--- src/rtl/core/led_ring_pattern_generator_assert.svh ---
// assertion macros for the led ring pattern generator
// the enclosing module provides clk_i and rst_ni
`ifndef LED_RING_PATTERN_GENERATOR_ASSERT_SVH
`define LED_RING_PATTERN_GENERATOR_ASSERT_SVH
`ifndef SYNTHESIS
`define LRPG_ASSERT(name, prop) \
  name: assert property (@(posedge clk_i) disable iff (!rst_ni) prop) \
    else $error("%m: check failed");
`define LRPG_ASSERT_ALWAYS(name, prop) \
  name: assert property (@(posedge clk_i) prop) \
    else $error("%m: check failed");
`else
`define LRPG_ASSERT(name, prop)
`define LRPG_ASSERT_ALWAYS(name, prop)
`endif
`endif

--- src/rtl/core/lrpg_pkg.sv ---
package lrpg_pkg;

  localparam int unsigned RING_SIZE = 16;
  localparam int unsigned LED_W     = 4;
  localparam int unsigned POS_W     = 16;
  localparam int unsigned TIME_W    = 64;
  localparam int unsigned COLOR_W   = 8;
  localparam int unsigned SECTOR    = 65536 / RING_SIZE;

  // configuration port
  localparam int unsigned CFG_IDX_W  = 3;
  localparam int unsigned CFG_DATA_W = 16;

  // pipeline: input register, six reduction stages, two color stages
  localparam int unsigned REDUCE_STAGES = 6;
  localparam int unsigned COLOR_STAGES  = 2;
  localparam int unsigned NUM_STAGES    = 1 + REDUCE_STAGES + COLOR_STAGES;

  // time mod 20 s: low byte passes through, the rest is reduced mod 5^7
  localparam int unsigned TIME_LO_W   = 8;
  localparam int unsigned CHUNK_W     = 8;
  localparam int unsigned CHUNK_COUNT = 7;
  localparam int unsigned HI_PROD_W   = 25;
  localparam int unsigned PAIR_W      = 26;
  localparam int unsigned SUM_W       = 28;
  localparam int unsigned QHI_W       = 12;
  localparam int unsigned REM_W       = 17;
  localparam int unsigned S20_W       = 25;
  localparam int unsigned S1_W        = 20;
  localparam int unsigned CSTEP_W     = 5;
  localparam int unsigned TP_W        = 16;

  localparam logic [REM_W-1:0] MOD_HI = 17'd78125;
  localparam logic [QHI_W-1:0] MOD_HI_RECIP = 12'd3435;
  localparam int unsigned MOD_HI_SHIFT = 28;

  // 256^i mod 78125
  localparam logic [REM_W-1:0] CHUNK_WEIGHT [CHUNK_COUNT] = '{
    17'd1, 17'd256, 17'd65536, 17'd58466, 17'd45421, 17'd65276, 17'd70031
  };

  localparam logic [5:0] SEC_RECIP = 6'd33;
  localparam int unsigned SEC_SHIFT = 19;
  localparam int unsigned SECOND_US = 1000000;

  // ceil(2^50 / 1e6), exact floor for s1 * 65536 / 1e6
  localparam logic [30:0] TP_RECIP = 31'd1125899907;
  localparam int unsigned TP_SHIFT = 34;

  localparam int unsigned STROBE_ON  = 50000;
  localparam int unsigned STROBE_GAP = 250000;
  localparam int unsigned STROBE_OFF = 300000;

  localparam int unsigned POLICE_STEPS = 12;
  localparam logic [COLOR_W-1:0] DIM  = 8'd50;
  localparam logic [COLOR_W-1:0] FULL = 8'd255;

  localparam logic [POS_W-1:0] THIRD_TURN     = 16'd21845;
  localparam logic [POS_W-1:0] TWO_THIRD_TURN = 16'd43691;

  localparam int unsigned SINE_BASE = 12;
  localparam logic [8:0] RISE_AT [12] = '{
    9'd7, 9'd20, 9'd33, 9'd47, 9'd61, 9'd75, 9'd90, 9'd105, 9'd122, 9'd141, 9'd163, 9'd191
  };

  typedef enum logic [3:0] {
    MODE_OFF          = 4'd0,
    MODE_COMMANDED    = 4'd1,
    MODE_RED_GREEN    = 4'd2,
    MODE_RED          = 4'd3,
    MODE_GREEN        = 4'd4,
    MODE_RAINBOW      = 4'd5,
    MODE_POLICE       = 4'd6,
    MODE_POLICE_LEFT  = 4'd7,
    MODE_POLICE_RIGHT = 4'd8,
    MODE_CHASE        = 4'd9,
    MODE_HEADING      = 4'd10
  } lrpg_mode_e;

  typedef enum logic [CFG_IDX_W-1:0] {
    CFG_PATTERN_MODE    = 3'd0,
    CFG_STROBE_ENABLE   = 3'd1,
    CFG_ANGLE_OFFSET    = 3'd2,
    CFG_COMMANDED_RED   = 3'd3,
    CFG_COMMANDED_GREEN = 3'd4,
    CFG_COMMANDED_BLUE  = 3'd5
  } lrpg_cfg_idx_e;

  typedef struct packed {
    logic [3:0]       pattern_mode;
    logic             strobe_enable;
    logic [POS_W-1:0] angle_offset;
    logic [4:0]       commanded_red;
    logic [5:0]       commanded_green;
    logic [4:0]       commanded_blue;
  } lrpg_cfg_t;

  typedef struct packed {
    logic [LED_W-1:0]   led;
    logic [S1_W-1:0]    s1;
    logic [CSTEP_W-1:0] cstep;
  } lrpg_phase_t;

  // floor(12.5 * (1 + sin(2 pi idx / 1024)))
  function automatic logic [4:0] sine_rom(input logic [9:0] idx);
    logic [8:0] k;
    logic [8:0] q;
    logic [4:0] n;
    k = idx[8:0];
    q = (k > 9'd256) ? 9'(10'd512 - {1'b0, k}) : k;
    n = '0;
    for (int m = 0; m < 12; m++) begin
      if (q >= RISE_AT[m]) begin
        n = n + 5'd1;
      end
    end
    if (!idx[9]) begin
      return 5'(SINE_BASE) + n + {4'd0, q == 9'd256};
    end
    return 5'(SINE_BASE) - n;
  endfunction

  // floor(12 * s1 / 1e6)
  function automatic logic [3:0] police_step(input logic [S1_W-1:0] s1);
    logic [23:0] scaled;
    logic [3:0]  n;
    scaled = 24'(s1) * 24'(POLICE_STEPS);
    n = '0;
    for (int k = 1; k < POLICE_STEPS; k++) begin
      if (scaled >= 24'(k * SECOND_US)) begin
        n = n + 4'd1;
      end
    end
    return n;
  endfunction

endpackage

--- src/rtl/core/lrpg_time_reduce.sv ---
module lrpg_time_reduce (
  input  logic                                     clk_i,
  input  logic [lrpg_pkg::REDUCE_STAGES-1:0]       en_i,
  input  logic [lrpg_pkg::LED_W-1:0]               led_i,
  input  logic [lrpg_pkg::TIME_W-1:0]              time_i,
  output lrpg_pkg::lrpg_phase_t                    phase_o
);
  import lrpg_pkg::*;

  // stage 1: residue of each byte of time >> 8, summed in pairs
  logic [HI_PROD_W-1:0] prod [CHUNK_COUNT];
  logic [PAIR_W-1:0]    pair_d [4];
  logic [PAIR_W-1:0]    pair_q [4];
  logic [LED_W-1:0]     led1_q;
  logic [TIME_LO_W-1:0] lo1_q;

  always_comb begin
    for (int i = 0; i < CHUNK_COUNT; i++) begin
      prod[i] = HI_PROD_W'(time_i[TIME_LO_W + i * CHUNK_W +: CHUNK_W])
              * HI_PROD_W'(CHUNK_WEIGHT[i]);
    end
    pair_d[0] = PAIR_W'(prod[0]) + PAIR_W'(prod[1]);
    pair_d[1] = PAIR_W'(prod[2]) + PAIR_W'(prod[3]);
    pair_d[2] = PAIR_W'(prod[4]) + PAIR_W'(prod[5]);
    pair_d[3] = PAIR_W'(prod[6]);
  end

  always_ff @(posedge clk_i) begin
    if (en_i[0]) begin
      pair_q <= pair_d;
      led1_q <= led_i;
      lo1_q  <= time_i[TIME_LO_W-1:0];
    end
  end

  // stage 2: total residue sum
  logic [SUM_W-1:0]     sum2_d;
  logic [SUM_W-1:0]     sum2_q;
  logic [LED_W-1:0]     led2_q;
  logic [TIME_LO_W-1:0] lo2_q;

  assign sum2_d = SUM_W'(pair_q[0]) + SUM_W'(pair_q[1])
                + SUM_W'(pair_q[2]) + SUM_W'(pair_q[3]);

  always_ff @(posedge clk_i) begin
    if (en_i[1]) begin
      sum2_q <= sum2_d;
      led2_q <= led1_q;
      lo2_q  <= lo1_q;
    end
  end

  // stage 3: quotient estimate, low by at most one
  logic [SUM_W+QHI_W-1:0] recip_prod;
  logic [QHI_W-1:0]       qe3_d;
  logic [QHI_W-1:0]       qe3_q;
  logic [SUM_W-1:0]       sum3_q;
  logic [LED_W-1:0]       led3_q;
  logic [TIME_LO_W-1:0]   lo3_q;

  assign recip_prod = (SUM_W + QHI_W)'(sum2_q) * (SUM_W + QHI_W)'(MOD_HI_RECIP);
  assign qe3_d      = recip_prod[MOD_HI_SHIFT +: QHI_W];

  always_ff @(posedge clk_i) begin
    if (en_i[2]) begin
      qe3_q  <= qe3_d;
      sum3_q <= sum2_q;
      led3_q <= led2_q;
      lo3_q  <= lo2_q;
    end
  end

  // stage 4: remainder with one correction, time mod 20 s
  logic [SUM_W-1:0]   rem_full;
  logic [REM_W:0]     rem_raw;
  logic [REM_W-1:0]   rem_fix;
  logic [S20_W-1:0]   s20_4_q;
  logic [LED_W-1:0]   led4_q;

  always_comb begin
    rem_full = sum3_q - SUM_W'(qe3_q) * SUM_W'(MOD_HI);
    rem_raw  = rem_full[REM_W:0];
    if (rem_raw >= {1'b0, MOD_HI}) begin
      rem_fix = REM_W'(rem_raw - {1'b0, MOD_HI});
    end else begin
      rem_fix = rem_raw[REM_W-1:0];
    end
  end

  always_ff @(posedge clk_i) begin
    if (en_i[3]) begin
      s20_4_q <= {rem_fix, lo3_q};
      led4_q  <= led3_q;
    end
  end

  // stage 5: whole seconds estimate
  logic [S20_W-1:0]   sec_prod;
  logic [CSTEP_W-1:0] q5_q;
  logic [S20_W-1:0]   s20_5_q;
  logic [LED_W-1:0]   led5_q;

  assign sec_prod = S20_W'(s20_4_q[S20_W-1:6]) * S20_W'(SEC_RECIP);

  always_ff @(posedge clk_i) begin
    if (en_i[4]) begin
      q5_q    <= sec_prod[SEC_SHIFT +: CSTEP_W];
      s20_5_q <= s20_4_q;
      led5_q  <= led4_q;
    end
  end

  // stage 6: microseconds within the second and second count
  logic [S20_W-1:0]  r6;
  lrpg_phase_t       phase_d;
  lrpg_phase_t       phase_q;

  always_comb begin
    r6 = s20_5_q - S20_W'(q5_q) * S20_W'(SECOND_US);
    phase_d.led = led5_q;
    if (r6 >= S20_W'(SECOND_US)) begin
      phase_d.s1    = S1_W'(r6 - S20_W'(SECOND_US));
      phase_d.cstep = q5_q + CSTEP_W'(1);
    end else begin
      phase_d.s1    = r6[S1_W-1:0];
      phase_d.cstep = q5_q;
    end
  end

  always_ff @(posedge clk_i) begin
    if (en_i[5]) begin
      phase_q <= phase_d;
    end
  end

  assign phase_o = phase_q;

endmodule

--- src/rtl/core/lrpg_color.sv ---
module lrpg_color (
  input  logic                               clk_i,
  input  logic [lrpg_pkg::COLOR_STAGES-1:0]  en_i,
  input  lrpg_pkg::lrpg_cfg_t                cfg_i,
  input  lrpg_pkg::lrpg_phase_t              phase_i,
  output logic [lrpg_pkg::COLOR_W-1:0]       red_o,
  output logic [lrpg_pkg::COLOR_W-1:0]       green_o,
  output logic [lrpg_pkg::COLOR_W-1:0]       blue_o
);
  import lrpg_pkg::*;

  // stage 7: led angle, strobe window, police phase, chase match, rainbow phase
  logic [POS_W-1:0]         pos_d;
  logic [S1_W:0]            s2;
  logic [3:0]               pstep;
  logic [S1_W+30:0]         tp_prod;
  logic                     flash_d;
  logic                     phase_a_d;
  logic                     phase_b_d;
  logic                     chase_d;

  logic [POS_W-1:0]         pos_q;
  logic [TP_W-1:0]          tp_q;
  logic                     flash_q;
  logic                     phase_a_q;
  logic                     phase_b_q;
  logic                     chase_q;

  always_comb begin
    pos_d = POS_W'(int'(phase_i.led) * SECTOR + SECTOR / 2) - cfg_i.angle_offset;
    // position within the 2 s strobe period
    s2 = (S1_W + 1)'(phase_i.s1)
       + (phase_i.cstep[0] ? (S1_W + 1)'(SECOND_US) : '0);
    flash_d = cfg_i.strobe_enable
           && ((s2 < (S1_W + 1)'(STROBE_ON))
           || ((s2 > (S1_W + 1)'(STROBE_GAP)) && (s2 < (S1_W + 1)'(STROBE_OFF))));
    pstep = police_step(phase_i.s1);
    phase_a_d = (pstep == 4'd0) || (pstep == 4'd2) || (pstep == 4'd4);
    phase_b_d = (pstep == 4'd6) || (pstep == 4'd8) || (pstep == 4'd10);
    chase_d = (CSTEP_W'(phase_i.led) == phase_i.cstep);
    tp_prod = (S1_W + 31)'(phase_i.s1) * (S1_W + 31)'(TP_RECIP);
  end

  always_ff @(posedge clk_i) begin
    if (en_i[0]) begin
      pos_q     <= pos_d;
      tp_q      <= tp_prod[TP_SHIFT +: TP_W];
      flash_q   <= flash_d;
      phase_a_q <= phase_a_d;
      phase_b_q <= phase_b_d;
      chase_q   <= chase_d;
    end
  end

  // stage 8: pattern select
  logic [POS_W-1:0]   ang_r;
  logic [POS_W-1:0]   ang_g;
  logic [POS_W-1:0]   ang_b;
  logic               left;
  logic               use_left;
  lrpg_mode_e         mode;
  logic [COLOR_W-1:0] red_d;
  logic [COLOR_W-1:0] green_d;
  logic [COLOR_W-1:0] blue_d;

  always_comb begin
    ang_r    = tp_q + pos_q;
    ang_g    = ang_r + THIRD_TURN;
    ang_b    = ang_r + TWO_THIRD_TURN;
    left     = !pos_q[POS_W-1];
    mode     = lrpg_mode_e'(cfg_i.pattern_mode);
    use_left = (mode == MODE_POLICE_RIGHT) || ((mode == MODE_POLICE) && left);
    red_d    = '0;
    green_d  = '0;
    blue_d   = '0;
    case (mode)
      MODE_COMMANDED: begin
        red_d   = {cfg_i.commanded_red, 3'b000};
        green_d = {cfg_i.commanded_green, 2'b00};
        blue_d  = {cfg_i.commanded_blue, 3'b000};
      end
      MODE_RED_GREEN: begin
        if (flash_q) begin
          {red_d, green_d, blue_d} = {FULL, FULL, FULL};
        end else if (left) begin
          green_d = DIM;
        end else begin
          red_d = DIM;
        end
      end
      MODE_RED: begin
        if (flash_q) begin
          {red_d, green_d, blue_d} = {FULL, FULL, FULL};
        end else begin
          red_d = DIM;
        end
      end
      MODE_GREEN: begin
        if (flash_q) begin
          {red_d, green_d, blue_d} = {FULL, FULL, FULL};
        end else begin
          green_d = DIM;
        end
      end
      MODE_RAINBOW: begin
        red_d   = COLOR_W'(sine_rom(ang_r[POS_W-1:6]));
        green_d = COLOR_W'(sine_rom(ang_g[POS_W-1:6]));
        blue_d  = COLOR_W'(sine_rom(ang_b[POS_W-1:6]));
      end
      MODE_POLICE, MODE_POLICE_LEFT, MODE_POLICE_RIGHT: begin
        if (use_left) begin
          if (phase_a_q) begin
            blue_d = FULL;
          end else if (phase_b_q) begin
            {red_d, green_d, blue_d} = {FULL, FULL, FULL};
          end
        end else begin
          if (phase_a_q) begin
            {red_d, green_d, blue_d} = {FULL, FULL, FULL};
          end else if (phase_b_q) begin
            red_d = FULL;
          end
        end
      end
      MODE_CHASE: begin
        if (chase_q) begin
          {red_d, green_d, blue_d} = {FULL, FULL, FULL};
        end
      end
      MODE_HEADING: begin
        {red_d, green_d, blue_d} = '0;
      end
      default: begin
        // off, and the unused codes above heading
        if (flash_q) begin
          {red_d, green_d, blue_d} = {FULL, FULL, FULL};
        end
      end
    endcase
  end

  always_ff @(posedge clk_i) begin
    if (en_i[1]) begin
      red_o   <= red_d;
      green_o <= green_d;
      blue_o  <= blue_d;
    end
  end

endmodule

--- src/rtl/core/led_ring_pattern_generator.sv ---
// channel | direction | handshake                | payload
// in      | input     | in_valid_i / in_ready_o   | led_position_i, time_us_i
// out     | output    | out_valid_o / out_ready_i | red_o, green_o, blue_o
// cfg     | input     | cfg_we_i                  | cfg_idx_i, cfg_wdata_i
//
// one item per cycle while the output is not stalled; each result passes the input register,
// the mod 20 s reduction of the timestamp (six stages) and two color stages
// each stage loads whenever it is empty or its successor moves, so bubbles close up
// while a result waits at the output register
// reset empties the pipeline and loads the register reset values (rainbow mode)
`include "led_ring_pattern_generator_assert.svh"

module led_ring_pattern_generator (
  input  logic                              clk_i,
  input  logic                              rst_ni,
  input  logic                              in_valid_i,
  output logic                              in_ready_o,
  input  logic [lrpg_pkg::LED_W-1:0]        led_position_i,
  input  logic [lrpg_pkg::TIME_W-1:0]       time_us_i,
  output logic                              out_valid_o,
  input  logic                              out_ready_i,
  output logic [lrpg_pkg::COLOR_W-1:0]      red_o,
  output logic [lrpg_pkg::COLOR_W-1:0]      green_o,
  output logic [lrpg_pkg::COLOR_W-1:0]      blue_o,
  input  logic                              cfg_we_i,
  input  logic [lrpg_pkg::CFG_IDX_W-1:0]    cfg_idx_i,
  input  logic [lrpg_pkg::CFG_DATA_W-1:0]   cfg_wdata_i
);
  import lrpg_pkg::*;

  localparam int unsigned STAGE_LAST = NUM_STAGES - 1;

  // configuration registers
  lrpg_cfg_t cfg_q;

  always_ff @(posedge clk_i or negedge rst_ni) begin
    if (!rst_ni) begin
      cfg_q.pattern_mode    <= MODE_RAINBOW;
      cfg_q.strobe_enable   <= 1'b0;
      cfg_q.angle_offset    <= '0;
      cfg_q.commanded_red   <= '0;
      cfg_q.commanded_green <= '0;
      cfg_q.commanded_blue  <= '0;
    end else if (cfg_we_i) begin
      case (lrpg_cfg_idx_e'(cfg_idx_i))
        CFG_PATTERN_MODE:    cfg_q.pattern_mode    <= cfg_wdata_i[3:0];
        CFG_STROBE_ENABLE:   cfg_q.strobe_enable   <= cfg_wdata_i[0];
        CFG_ANGLE_OFFSET:    cfg_q.angle_offset    <= cfg_wdata_i[POS_W-1:0];
        CFG_COMMANDED_RED:   cfg_q.commanded_red   <= cfg_wdata_i[4:0];
        CFG_COMMANDED_GREEN: cfg_q.commanded_green <= cfg_wdata_i[5:0];
        CFG_COMMANDED_BLUE:  cfg_q.commanded_blue  <= cfg_wdata_i[4:0];
        default: ;
      endcase
    end
  end

  // pipeline occupancy and per-stage load enables
  logic [NUM_STAGES-1:0] valid_q;
  logic [NUM_STAGES-1:0] valid_d;
  logic [NUM_STAGES-1:0] en;

  always_comb begin
    en[STAGE_LAST] = !valid_q[STAGE_LAST] || out_ready_i;
    for (int k = STAGE_LAST - 1; k >= 0; k--) begin
      en[k] = !valid_q[k] || en[k+1];
    end
    valid_d[0] = en[0] ? in_valid_i : valid_q[0];
    for (int k = 1; k < NUM_STAGES; k++) begin
      valid_d[k] = en[k] ? valid_q[k-1] : valid_q[k];
    end
  end

  always_ff @(posedge clk_i or negedge rst_ni) begin
    if (!rst_ni) begin
      valid_q <= '0;
    end else begin
      valid_q <= valid_d;
    end
  end

  assign in_ready_o  = en[0];
  assign out_valid_o = valid_q[STAGE_LAST];

  // input register
  logic [LED_W-1:0]  led_q;
  logic [TIME_W-1:0] time_q;

  always_ff @(posedge clk_i) begin
    if (en[0]) begin
      led_q  <= led_position_i;
      time_q <= time_us_i;
    end
  end

  lrpg_phase_t phase;

  lrpg_time_reduce u_time_reduce (
    .clk_i   (clk_i),
    .en_i    (en[REDUCE_STAGES:1]),
    .led_i   (led_q),
    .time_i  (time_q),
    .phase_o (phase)
  );

  lrpg_color u_color (
    .clk_i   (clk_i),
    .en_i    (en[STAGE_LAST:REDUCE_STAGES+1]),
    .cfg_i   (cfg_q),
    .phase_i (phase),
    .red_o   (red_o),
    .green_o (green_o),
    .blue_o  (blue_o)
  );

  `LRPG_ASSERT(a_ready_when_drained, !out_valid_o |-> in_ready_o)
  `LRPG_ASSERT(a_accept_loads_input, (in_valid_i && in_ready_o) |=> valid_q[0])
  `LRPG_ASSERT(a_tail_holds, (&valid_q[STAGE_LAST-:2] && !out_ready_i) |=> &valid_q[STAGE_LAST-:2])

endmodule

--- config.mk ---
export PLATFORM = sky130hd
export DESIGN_NAME = led_ring_pattern_generator
export DESIGN_NICKNAME = d
export VERILOG_FILES = /design/src/rtl/core/lrpg_pkg.sv /design/src/rtl/core/lrpg_time_reduce.sv /design/src/rtl/core/lrpg_color.sv /design/src/rtl/core/led_ring_pattern_generator.sv
export VERILOG_INCLUDE_DIRS = /design/src /design/src/rtl/core
export SDC_FILE = /design/constraint.sdc
export NUM_CORES = 2
export LEC_CHECK = 0
export BUFFER_PORTS_ARGS = -buffer_cell sky130_fd_sc_hd__buf_2
export CAP_MARGIN = 20
export CORE_ASPECT_RATIO = 1.2
export CORE_UTILIZATION = 60
export CTS_CLUSTER_SIZE = 12
export DETAILED_ROUTE_END_ITERATION = 16
export PLACE_DENSITY = 0.78
export SKIP_CTS_REPAIR_TIMING = 1
export SLEW_MARGIN = 20
export SYNTH_ARGS = -nofsm -noshare
export SYNTH_HDL_FRONTEND = slang
export SYNTH_HIERARCHICAL = 1
export SYNTH_SLANG_ARGS = --single-unit
--- constraint.sdc ---
create_clock -name clk_i -period 14.4 [get_ports clk_i]
set_clock_uncertainty 0.15 [all_clocks]
set_input_delay 4.32 -clock clk_i [delete_from_list [all_inputs] [get_ports clk_i]]
set_output_delay 4.32 -clock clk_i [all_outputs]
set_load 0.01 [all_outputs]
## Yosys cells after proc, flatten, opt, wreduce, memory -nomap -nowiden

Cells that the tools add are included.

| storage, ports and cells | value |
|---|---|
| bits in registers | 463 |
| bits in latches | 0 |
| memory bits (writable) | 0 |
| bits in read-only memories | 0 |
| bits of input ports | 92 |
| output and inout bits | 26 |
| memories | 0 |

| cells by class | value |
|---|---|
| $add $sub $neg | 72 |
| $mul | 10 |
| divide/modulo/power cells | 0 |
| $lt $le $gt $ge | 55 |
| eq/ne operators | 24 |
| shift-type cells | 0 |
| muxes and demuxes | 118 |
| bitwise gates (word level) | 0 |
| reduce and logical (&&, ||, !) cells | 37 |

Operator list:

| operator | count |
|---|---|
| $mux 5 | 75 |
| $add 5x1->5 const B | 34 |
| $pmux 8 s7 | 2 |
| $ge 9x7->1 const B | 12 |
| $ge 24x23->1 const B | 4 |
| $mux 8 | 12 |
| $ge 9x6->1 const B | 9 |
| $ge 9x8->1 const B | 9 |
| $ge 24x24->1 const B | 3 |
| $add 24x24->25 | 2 |
| $mul 20x31->50 const B | 1 |
| $ge 24x22->1 const B | 2 |
| $mul 28x12->40 const B | 1 |
| $mux 4 | 10 |
| $pmux 8 s5 | 1 |
| $add 4x1->4 const B | 9 |
| $add 28x25->28 | 1 |
| $add 28x26->28 | 1 |
| $add 26x26->27 | 1 |
| $eq 9x9->1 const B | 3 |
| $ge 9x3->1 const B | 3 |
| $ge 9x5->1 const B | 3 |
| $gt 9x9->1 const B | 3 |
| $mux 9 | 3 |
| other kinds (51) | 112 |

## Longest topological paths before layout

| logic depth | value |
|---|---|
| word-level depth | 45 |
| gate-level depth with buffers | 59 |
| mapped depth without buffers | 55 |

## By module

Netlist, hierarchy kept.

By module, submodules not included:

| module | instances | cells an instance | area an instance (sq um) | sequential area each (sq um) |
|---|---|---|---|---|
| lrpg_time_reduce | 1 | 2810 | 31263.7 | 8257.9 |
| lrpg_color | 1 | 2387 | 20842.5 | 1801.7 |
| led_ring_pattern_generator | 1 | 183 | 3906.2 | 3195.6 |

## Worst setup path before layout

Ideal clock, no wire load.

| path | value |
|---|---|
| kind | input port to output port |
| start point | input out_ready_i |
| end point | output in_ready_o |
| arrival | 6.895 ns |
| slack | 3.035 ns |
| stages | 4 |
| path buffers | 2 |
| path through | and4b_1 clkbuf_1 buf_2 nand4_1 |

| between the ends | value |
|---|---|
| longest elaborated chain between the ends | 9 |

RTL lines:

| item | line | text |
|---|---|---|
| start: declaration | led_ring_pattern_generator.sv:21 | `input logic out_ready_i,` |
| $logic_or 1x1->1 | led_ring_pattern_generator.sv:63 | `en[STAGE_LAST] = !valid_q[STAGE_LAST] \|\| out_ready_i;` |
| $logic_or 1x1->1 (8 in series) | led_ring_pattern_generator.sv:65 | `en[k] = !valid_q[k] \|\| en[k+1];` |
| end: declaration | led_ring_pattern_generator.sv:17 | `output logic in_ready_o,` |

Every way passes these cells.

## Final worst setup path

| path | value |
|---|---|
| start point | register u_color.pos_q[0] |
| end point | register u_color/green_o[4] (netlist name) (data pin) |

| between the ends | value |
|---|---|
| longest elaborated chain between the ends | 45 |
| elaborated cells on any way between the ends | 61 |
| classes of those cells | 17 x add/sub; 13 x order compare; 1 x eq/ne; 30 x mux |

RTL lines:

| item | line | text |
|---|---|---|
| start: declaration | lrpg_color.sv:22 | `logic [POS_W-1:0] pos_q;` |
| start signal: assignment | lrpg_color.sv:46 | `pos_q <= pos_d;` |
| $add 16x16->16 * | lrpg_color.sv:67 | `ang_r = tp_q + pos_q;` |
| $add 16x15->16 * | lrpg_color.sv:68 | `ang_g = ang_r + THIRD_TURN;` |
| $sub 1x9->9 / $gt 9x9->1 (equally long branches) | lrpg_pkg.sv:110 | `q = (k > 9'd256) ? 9'(10'd512 - {1'b0, k}) : k;` |
| $mux 9 | lrpg_pkg.sv:110 |  |
| $ge 9x3->1 | lrpg_pkg.sv:113 | `if (q >= RISE_AT[m]) begin` |
| $mux 1 | lrpg_pkg.sv:113 |  |
| $mux 5 | lrpg_color.sv:76 | `case (mode)` |
| $add 5x1->5 | lrpg_pkg.sv:114 | `n = n + 5'd1;` |
| [... 30 more ...] | -- |  |
| $mux 5 | lrpg_pkg.sv:113 |  |
| $mux 5 | lrpg_color.sv:76 |  |
| $add 4x5->5 | lrpg_pkg.sv:118 | `return 5'(SINE_BASE) + n + {4'd0, q == 9'd256};` |
| $add 5x1->5 | lrpg_pkg.sv:118 |  |
| $mux 5 | lrpg_pkg.sv:117 | `if (!idx[9]) begin` |
| $mux 5 * | lrpg_pkg.sv:120 | `return 5'(SINE_BASE) - n;` |
| $pmux 8 s7 * | lrpg_color.sv:76 |  |
| via u_color.green_d[4] | lrpg_color.sv:63 | `logic [COLOR_W-1:0] green_d;` |
| end signal: assignment | lrpg_color.sv:145 | `green_o <= green_d;` |
| end: declaration | lrpg_color.sv:7 | `output logic [lrpg_pkg::COLOR_W-1:0] green_o,` |

Mark *: on every way through the listed nets, which the timed path passes. The rest lies on a longest branch. The select of a mux whose other input is x is not followed.
A chain may end at the register's enable or synchronous reset.

==> flow_metrics.env <==
export IMPL_yosysMostFrequentCell="inv_1"
export IMPL_period_needed_ns=12.35
export IMPL_clock_sinks=449
export IMPL_hp_class="flip-flop to flip-flop"
export IMPL_synth_cells=5380
export IMPL_rr_worst_depth=53
export IMPL_diodes=0
export IMPL_max_freq_mhz=80.94
export IMPL_via_per_inst=5.857
export IMPL_io_pins=118
export IMPL_synth_distinct_cells=143
export IMPL_routedWlPerCell_um=19.09
export IMPL_path_buf_inv=8
export IMPL_seq_area_mm2=0.01326
export IMPL_clockRootBuffer="clkbuf_16"
export IMPL_start_util_pct=60.65
export IMPL_coreArea_mm2=0.09235
export IMPL_synth_flop_cell="edfxtp_1"
export IMPL_placed_area_mm2=0.05802
export IMPL_cp_common_cell="ha_1"
export IMPL_dr_pass1_iters=5
export IMPL_cp_required_ns=14.61
export IMPL_grt_pass1_vias=41590
export IMPL_cts_buffer_depth=3
export IMPL_setup_violations_final=0
export IMPL_synth_area_leader_cell="edfxtp_1"
export IMPL_via_count=39740
export IMPL_critPathMaxStageDelay_ns=0.44
export IMPL_postLayoutCellArea_mm2=0.05964
export IMPL_hold_depth=0
export IMPL_rsz0062_at_grt="no"
export IMPL_grt_use_total_pct=28.10
export IMPL_place_congestion=1.007
export IMPL_route_detailed_drc=0
export IMPL_die_h_um=336.7
export IMPL_grt_pass1_wl_um=210300
export IMPL_port_buffer_count=117
export IMPL_synth_seq_cells=449
export IMPL_drive_above_1_share_pct=7.989
export IMPL_multi_input_area_mm2=0.03872
export IMPL_synthTopCellsByArea="edfxtp_1 (22%), fa_1 (20%), ha_1 (19%), inv_1 (6.6%), xnor2_1 (3.9%)"
export IMPL_hold_viol=0
export IMPL_cts_tree="built"
export IMPL_setup_tns_final_ns=0
export IMPL_row_count=122
export IMPL_netlist_area_leader_share_pct=21.61
export IMPL_synth_seq_area_share_pct=23.66
export IMPL_avgSynthCellArea_um2=10.41
export IMPL_cp_start_kind="flip-flop"
export IMPL_syn_area_mm2=0.05601
export IMPL_ys_warn_count=6
export IMPL_async_flop_share_pct=10.24
export IMPL_ys_top_cells_by_count="inv_1 (990), ha_1 (855), fa_1 (566), edfxtp_1 (403), xnor2_1 (248)"
export IMPL_gr_total_overflow=0
export IMPL_hpwl_um=107200
export IMPL_die_area_mm2=0.09458
export IMPL_worst_path_dominant_cell_family="adder cells"
export IMPL_fill_cells=7202
export IMPL_path_max_fanout=9
export IMPL_grt_max_degree=75
export IMPL_syn_num_nets=6893
export IMPL_antenna_found_initial=1
export IMPL_syn_to_final_growth_pct=6.471
export IMPL_place_inst=6696
export IMPL_fin_crit_sh_pct=85.79
export IMPL_cts_inserted_buffers=51
export IMPL_end_kind="flip-flop"
export IMPL_report_final_slew_viol_count=0
export IMPL_synth_edf_count=403
export IMPL_drtIter0Drc=2291
export IMPL_clkTransAtPathRegs_ns=0.06
export IMPL_final_cell_count_no_fill=6785
export IMPL_postRouteAntennaNets=0
export IMPL_path_class="flip-flop to flip-flop"
export IMPL_wirelength_um=129500
export IMPL_fp_dieW_um=280.9
export IMPL_arrival_ns=12.56
export IMPL_status="finished, final reports clean"
export IMPL_cap_violations=0
export IMPL_crit_slowest_cell="fa_1"
export IMPL_slew_headroom_pct=22.20
export IMPL_final_nets=7022
export IMPL_ctsHtreeMaxLevel=2
export IMPL_clk_latency_ns=0.63
export IMPL_worst_pin_slew_ns=1.152
export IMPL_worst_path_stages=53
through the flow:
stage | hold slack, ns | worst slack, ns | utilization (%)
finish | 0.2665 | 2.046 | 64.58
global route | 0.2698 | 1.296 | 64.58
CTS | 0.2686 | 2.146 | 64.57
detailed placement | 0.2545 | 2.194 | 62.83
global placement | 0.2518 | 2.431 | 62.83
floorplan | 0.2503 | 3.035 | -
cell families (layout without fill, tap and decap cells):
group	after synthesis	in the layout	synth area share [%]
adder cells (fa/ha/maj)	1422	1422	39.35
buffers and inverters	1058	1223	7.338
AND/OR/NAND/NOR	1004	1004	9.190
AO/OA/AOI/OAI	991	991	12.51
flip-flops	449	449	23.66
XOR/XNOR	360	360	6.011
multiplexers	96	96	1.943
cell usage in the layout, fill, tap and decap left out, types with 15 or more instances in the layout:
master / Yosys / routed
nor4_1: 17 / 17
a31o_2: 15 / 15
a21oi_1: 221 / 221
nand4_1: 26 / 26
and2_1: 28 / 28
a31oi_1: 40 / 40
mux2_2: 49 / 49
o21ai_1: 21 / 21
o31ai_1: 34 / 33
mux2i_1: 35 / 35
xnor2_1: 248 / 246
dfrtp_1: 44 / 44
a211oi_1: 37 / 37
nor2b_1: 36 / 36
nand2_1: 244 / 243
o22ai_1: 20 / 20
o211ai_1: 40 / 40
or3_1: 26 / 26
and3_1: 37 / 37
a21o_1: 73 / 73
o21ai_0: 167 / 167
o21bai_1: 21 / 21
edfxtp_1: 403 / 403
nand2b_1: 35 / 35
fa_1: 566 / 566
nor2_1: 244 / 243
ha_1: 855 / 855
buf_2: 13 / 117
o21a_1: 55 / 55
inv_1: 990 / 989
xor2_1: 92 / 92
nor3_1: 86 / 86
or2_2: 28 / 28
clkbuf_16: 0 / 51
nand3_1: 86 / 85
buf_4: 8 / 26
path summary, 6_finish.rpt:
path,start,to,slack [ns]
hold reg to reg,u_time_reduce/led1_q[3],u_time_reduce/led2_q[3],0.27
max in group asynchronous,rst_ni,valid_q[0],10.00
min in group asynchronous,rst_ni,cfg_q[8],3.65
setup / recovery,u_color/pos_q[0],u_color/green_o[4],2.05
hold / removal,u_time_reduce/led1_q[3],u_time_reduce/led2_q[3],0.27
setup reg to reg,u_color/pos_q[0],u_color/green_o[4],2.05
state kept, by name, indices dropped and copies added, names as in the netlist, 5 cells and up:
name	count
valid_q	9
u_time_reduce/qe3_q	12
u_time_reduce/pair_q	90
u_color/green_o	8
u_time_reduce/lo3_q	8
cfg_q	37
u_color/pos_q	16
u_time_reduce/s20_5_q	25
u_time_reduce/phase_o	29
u_color/tp_q	16
u_time_reduce/sum3_q	18
u_time_reduce/sum2_q	27
u_time_reduce/lo2_q	8
u_time_reduce/q5_q	5
u_time_reduce/lo1_q	8
u_time_reduce/s20_4_q	25
u_color/blue_o	8
u_color/red_o	8
time_q	64
worst register-to-register path: cells and delay by family (launching register included):
| family | cells | cell delay (ns) |
|---|---|---|
| adders and majority gates | 14 | 4.24 |
| AOI/OAI and AO/OA | 14 | 2.84 |
| and+or+nand+nor | 9 | 1.86 |
| muxes | 4 | 1.01 |
| xor gates and xnor gates | 4 | 0.86 |
| buffers and inverters | 8 | 0.79 |
| DFF | 1 | 0.37 |
metal layers:
| layer | routed length, um | track usage [%] | vias up |
|---|---|---|---|
| li1 | - | - | 18890 |
| met1 | 50880 | 32.65 | 19540 |
| met2 | 65400 | 50.48 | 1014 |
| met3 | 5284 | 3.007 | 295 |
| met4 | 7961 | 15.56 | 2 |
| met5 | 13 | 0 | - |
final cells by class:
class	count	share of cell area (%)
flip-flops and latches	449	22.23
clock buffers	64	2.255
multi-input cells	3873	64.93
repair buffers	143	1.309
inverters	991	6.237
well taps	1240	2.602
clock inverters	25	0.4385
Power is not shown: default switching activity piles up to over one toggle a cycle in this logic, so the estimate is an artifact.
